**src/rtl/wes_pkg.sv**
```systemverilog
// ----------------------------------------------------------------------------
// wes_pkg
// Shared types and constants of the wave equation stencil step.
// ----------------------------------------------------------------------------
package wes_pkg;

  localparam int GRID_WIDTH_BITS  = 11;
  localparam int GRID_HEIGHT_BITS = 13;
  localparam int CFG_DATA_BITS    = 13;
  localparam int CFG_INDEX_BITS   = 1;
  localparam int MAX_HEIGHT       = 4096;
  localparam int ROW_BITS         = 12;

  localparam logic [CFG_INDEX_BITS-1:0] REG_GRID_WIDTH  = 1'b0;
  localparam logic [CFG_INDEX_BITS-1:0] REG_GRID_HEIGHT = 1'b1;

  localparam logic [GRID_WIDTH_BITS-1:0]  GRID_WIDTH_RESET  = 11'd400;
  localparam logic [GRID_HEIGHT_BITS-1:0] GRID_HEIGHT_RESET = 13'd400;

  // neighbours that fall outside the grid
  typedef struct packed {
    logic zero_above;
    logic zero_below;
    logic zero_left;
    logic zero_right;
  } wes_edge_t;

  // last row index after clamping the height to 2..MAX_HEIGHT
  function automatic logic [ROW_BITS-1:0] height_last(input logic [GRID_HEIGHT_BITS-1:0] gh);
    int v;
    v = int'(gh);
    if (v < 2) v = 2;
    if (v > MAX_HEIGHT) v = MAX_HEIGHT;
    return ROW_BITS'(v - 1);
  endfunction

endpackage

```
**src/rtl/wes_stencil.sv**
```systemverilog
// ----------------------------------------------------------------------------
// wes_stencil
// Five-point update: half the neighbour sum minus the past sample, saturated.
// ----------------------------------------------------------------------------
module wes_stencil #(
  parameter int SAMPLE_BITS = 16
) (
  input  wes_pkg::wes_edge_t            edge_flags,
  input  logic signed [SAMPLE_BITS-1:0] above,
  input  logic signed [SAMPLE_BITS-1:0] below,
  input  logic signed [SAMPLE_BITS-1:0] left,
  input  logic signed [SAMPLE_BITS-1:0] right,
  input  logic signed [SAMPLE_BITS-1:0] past_row,
  output logic signed [SAMPLE_BITS-1:0] future_sample
);

  localparam int SB = SAMPLE_BITS;

  logic signed [SB+1:0] a_x, b_x, l_x, r_x, p_x, sum_w, diff_w;
  logic signed [SB:0]   half_w;

  assign a_x = edge_flags.zero_above ? '0 : {{2{above[SB-1]}}, above};
  assign b_x = edge_flags.zero_below ? '0 : {{2{below[SB-1]}}, below};
  assign l_x = edge_flags.zero_left  ? '0 : {{2{left[SB-1]}}, left};
  assign r_x = edge_flags.zero_right ? '0 : {{2{right[SB-1]}}, right};
  assign p_x = {{2{past_row[SB-1]}}, past_row};

  assign sum_w  = a_x + b_x + l_x + r_x;
  // floor halving
  assign half_w = sum_w[SB+1:1];
  assign diff_w = {half_w[SB], half_w} - p_x;

  always_comb begin
    if (diff_w[SB+1:SB-1] == 3'b000 || diff_w[SB+1:SB-1] == 3'b111) begin
      future_sample = diff_w[SB-1:0];
    end else if (diff_w[SB+1]) begin
      future_sample = {1'b1, {(SB-1){1'b0}}};
    end else begin
      future_sample = {1'b0, {(SB-1){1'b1}}};
    end
  end

endmodule

```
**config.mk**
```make
export PLATFORM = sky130hd
export DESIGN_NAME = wes_stencil
export DESIGN_NICKNAME = d
export VERILOG_FILES = /design/src/rtl/wes_pkg.sv /design/src/rtl/wes_stencil.sv
export SDC_FILE = /design/constraint.sdc
export NUM_CORES = 1
export LEC_CHECK = 0
export ABC_AREA = 1
export BUFFER_PORTS_ARGS = -buffer_cell sky130_fd_sc_hd__buf_2
export CORE_MARGIN = 3
export CORE_UTILIZATION = 45
export DETAILED_ROUTE_END_ITERATION = 12
export PLACE_DENSITY = 0.8
export SLEW_MARGIN = 5
export SYNTH_ARGS = -nofsm -noshare
export SYNTH_HDL_FRONTEND = slang
export SYNTH_SLANG_ARGS = --single-unit
```
**constraint.sdc**
```tcl
create_clock -name vclk -period 6
set_clock_uncertainty 0.1 [all_clocks]
set_input_delay 0.9 -clock vclk [all_inputs]
set_output_delay 0.9 -clock vclk [all_outputs]
set_load 0.02 [all_outputs]
```
==> flow_metrics.py <==
metrics = {
    "status": {
        "run_status": "finished with violations",
        "violations": "negative setup slack",
    },
    "critical_path": {
        "cp-end-kind": "output pin",
        "start_kind": "primary input",
        "critPathKind": "in -> out",
        "crit_fanout": 8,
        "crit_arrival_ps": 5210,
        "cp_slowest_cell": "fa_1",
        "crit_top_cell": "nand2_2",
        "required_ps": 5000,
        "max_stage_delay_ps": 540,
    },
    "cells_and_area": {
        "layout_common_cells": "inv_1, nand2_1, buf_2",
        "fillers": 478,
        "nets": 889,
        "clockBufferCount": 0,
        "drive_above_1_share_pct": 43.3,
        "seq_cell_count": 0,
        "syn2layout_area_growth_pct": 61.1,
        "seq_area_um2": 0,
        "final_util_pct": 76.6,
        "layout_commonest_cell": "inv_1",
        "antenna_cells": 0,
    },
    "logic_synthesis": {
        "synth_seq_area_share_pct": 0,
        "synth-xor-area-share_pct": 6.37,
        "synth_top_family_by_area": "simple AND/OR/NAND/NOR gates",
        "synth-compound-area-share_pct": 7.17,
        "synthAdderAreaFrac_pct": 33.1,
        "synth_cell_types": 33,
        "synth_mux_area_share_pct": 0,
        "syn_nets": 712,
        "yosys.area_share.simple_pct": 33.4,
        "syn_area_mm2": 0.00330,
        "synthCells": 561,
        "yosys_warnings": 0,
        "avgSynthCellArea_um2": 5.88,
    },
    "sta": {
        "worst_slew_pin_slew_ps": 325,
        "fmax_mhz": 161,
        "period_minus_slack_ps": 6210,
        "worst_slack_ps": -210,
        "final-hold-violation-count": 0,
        "final-setup-viol-count": 15,
        "final.setup.tns_ps": -2690,
        "finalCritPeriodShare_pct": 104,
        "rsz0062_at_grt": "yes",
        "max-slew-margin-rel_pct": 78.2,
        "maxSlewViolCount": 0,
    },
    "route": {
        "drtIter0Drc": 185,
        "drtPass1Iterations": 4,
        "drc": 0,
        "num_vias": 4044,
        "postRouteAntennaNets": 0,
        "routed_wl_mm": 11.2,
        "wl_per_cell_um": 13.5,
        "via_per_inst": 4.86,
    },
    "floorplanning": {
        "io_pins": 100,
        "coreArea_mm2": 0.00694,
        "die_h_um": 91.6,
        "rows": 30,
        "dieArea_mm2": 0.00840,
        "start_util_pct": 47.5,
        "dieWidth_um": 91.6,
    },
    "grt": {
        "first_global_vias": 3817,
        "grt_start_max_net_pins": 11,
        "antenna_found_initial": 0,
        "grt_pass1_wl_mm": 15.7,
        "grt_overflow": 0,
        "grt_util_all_layers_pct": 21.9,
    },
    "hold_path": {
        "hp-class": "in -> out",
    },
    "job": {
        "max_cap_violations": 0,
    },
    "power_and_ir_drop": {
        "comb_power_share_pct": 100.0,
        "p_leak_nw": 3.13,
        "swShare_pct": 56.0,
        "clockPowerShare_pct": 0,
        "powerDensity_mw_per_mm2": 560,
        "finalPower_mw": 2.98,
        "ir_drop_v": 0.000227,
        "switchingPower_mw": 1.67,
        "p_int_mw": 1.31,
        "pwr-share-seq_pct": 0,
    },
    "place": {
        "gp_congestion": 0.910,
        "port_buffers": 100,
        "dpl.hpwl_mm": 7.58,
    },
    "clock_tree": {
        "cts_hold_buf": 0,
    },
}
through the flow:
stage               cells  hold slack [ps]  instance area [um2]  worst slack (ps)
finish                832             2170                 5320              -210
global route          832             2210                 5320              -378
CTS                   827             2170                 4820             -5.40
detailed placement    816             2170                 4380              -416
global placement      816             2170                 4380              -118
floorplan             561             2010                 3300              14.2
what timing repair did:
item | 4_1_cts | 5_1_grt
cloned | 3 | 0
buffers inserted | 8 | 5
setup endpoints to repair | 16 | 16
pin swaps | 37 | 52
resized for setup | 83 | 114
critical path, delay by kind of cell:
kind	cells	cell delay, ps
adder cells (fa/ha/maj)	4	1610
AND/OR/NAND/NOR	16	1720
buffers and inverters	8	770
XOR/XNOR	1	200
final timing paths:
| path | start | to | slack, ps | cells past startpoint |
|---|---|---|---|---|
| worst min-delay path | past_row[0] | future_sample[0] | 2170 | 6 |
| worst max-delay path | edge_flags[1] | future_sample[10] | -210 | 29 |
synthesized netlist by cell type:
cell type  number  area (um2)
o21ai_0         6        30.0
nand3_4         1        17.5
a21oi_2         1        8.76
inv_1         164         616
o21ai_1         3        15.0
xor2_1         18         158
nand3_2         2        20.0
and3_1          1        6.26
nand3b_1        1        7.51
o21bai_2        1        11.3
clkbuf_1        6        22.5
buf_6           1        11.3
nor2_2          1        6.26
a31o_2          1        8.76
xnor2_1         6        52.6
ha_1           33         413
nand3_1        23         115
a21oi_1        22         110
buf_4           1        7.51
nand2_4         3        33.8
nand4_1         4        25.0
a21oi_4         1        16.3
fa_1           34         681
nand2_2         9        56.3
a21boi_0        1        7.51
a211oi_1        1        7.51
nand2_1       142         533
nor4_2          1        12.5
nor2_1         67         251
a31oi_1         1        6.26
and2_1          2        12.5
o21bai_1        2        15.0
nor3_1          1        5.00
cell type report:
cell class,instances,area [um2],share of cell area (%)
timing repair buffer,181,1280,24.0
tap,96,120,2.26
inverter,164,618,11.6
multi-input combinational,391,3300,62.1
power by group through the flow:
stage,registers [mW],logic [mW],clock network (mW)
finish,0,2.98,0
detailed placement,0,1.96,0
global placement,0,1.90,0
CTS,0,2.40,0
floorplan,0,1.33,0
global route,0,3.16,0
cell families after synthesis:
group / Yosys count
simple gates: 258
buf+inv: 172
fa+ha+maj: 67
compound gates: 40
xor+xnor: 24
per-layer routing:
metal	global-route usage (%)	vias to the layer above	share of wire, %	wire [um]
met5	0	-	0	0
met4	4.02	0	3.0	333
met3	0.984	35	4.2	469
met2	45.0	155	55	6150
met1	24.6	1871	38	4260
li1	-	1983	-	-
No activity file was read; power rests on OpenSTA's default activity.
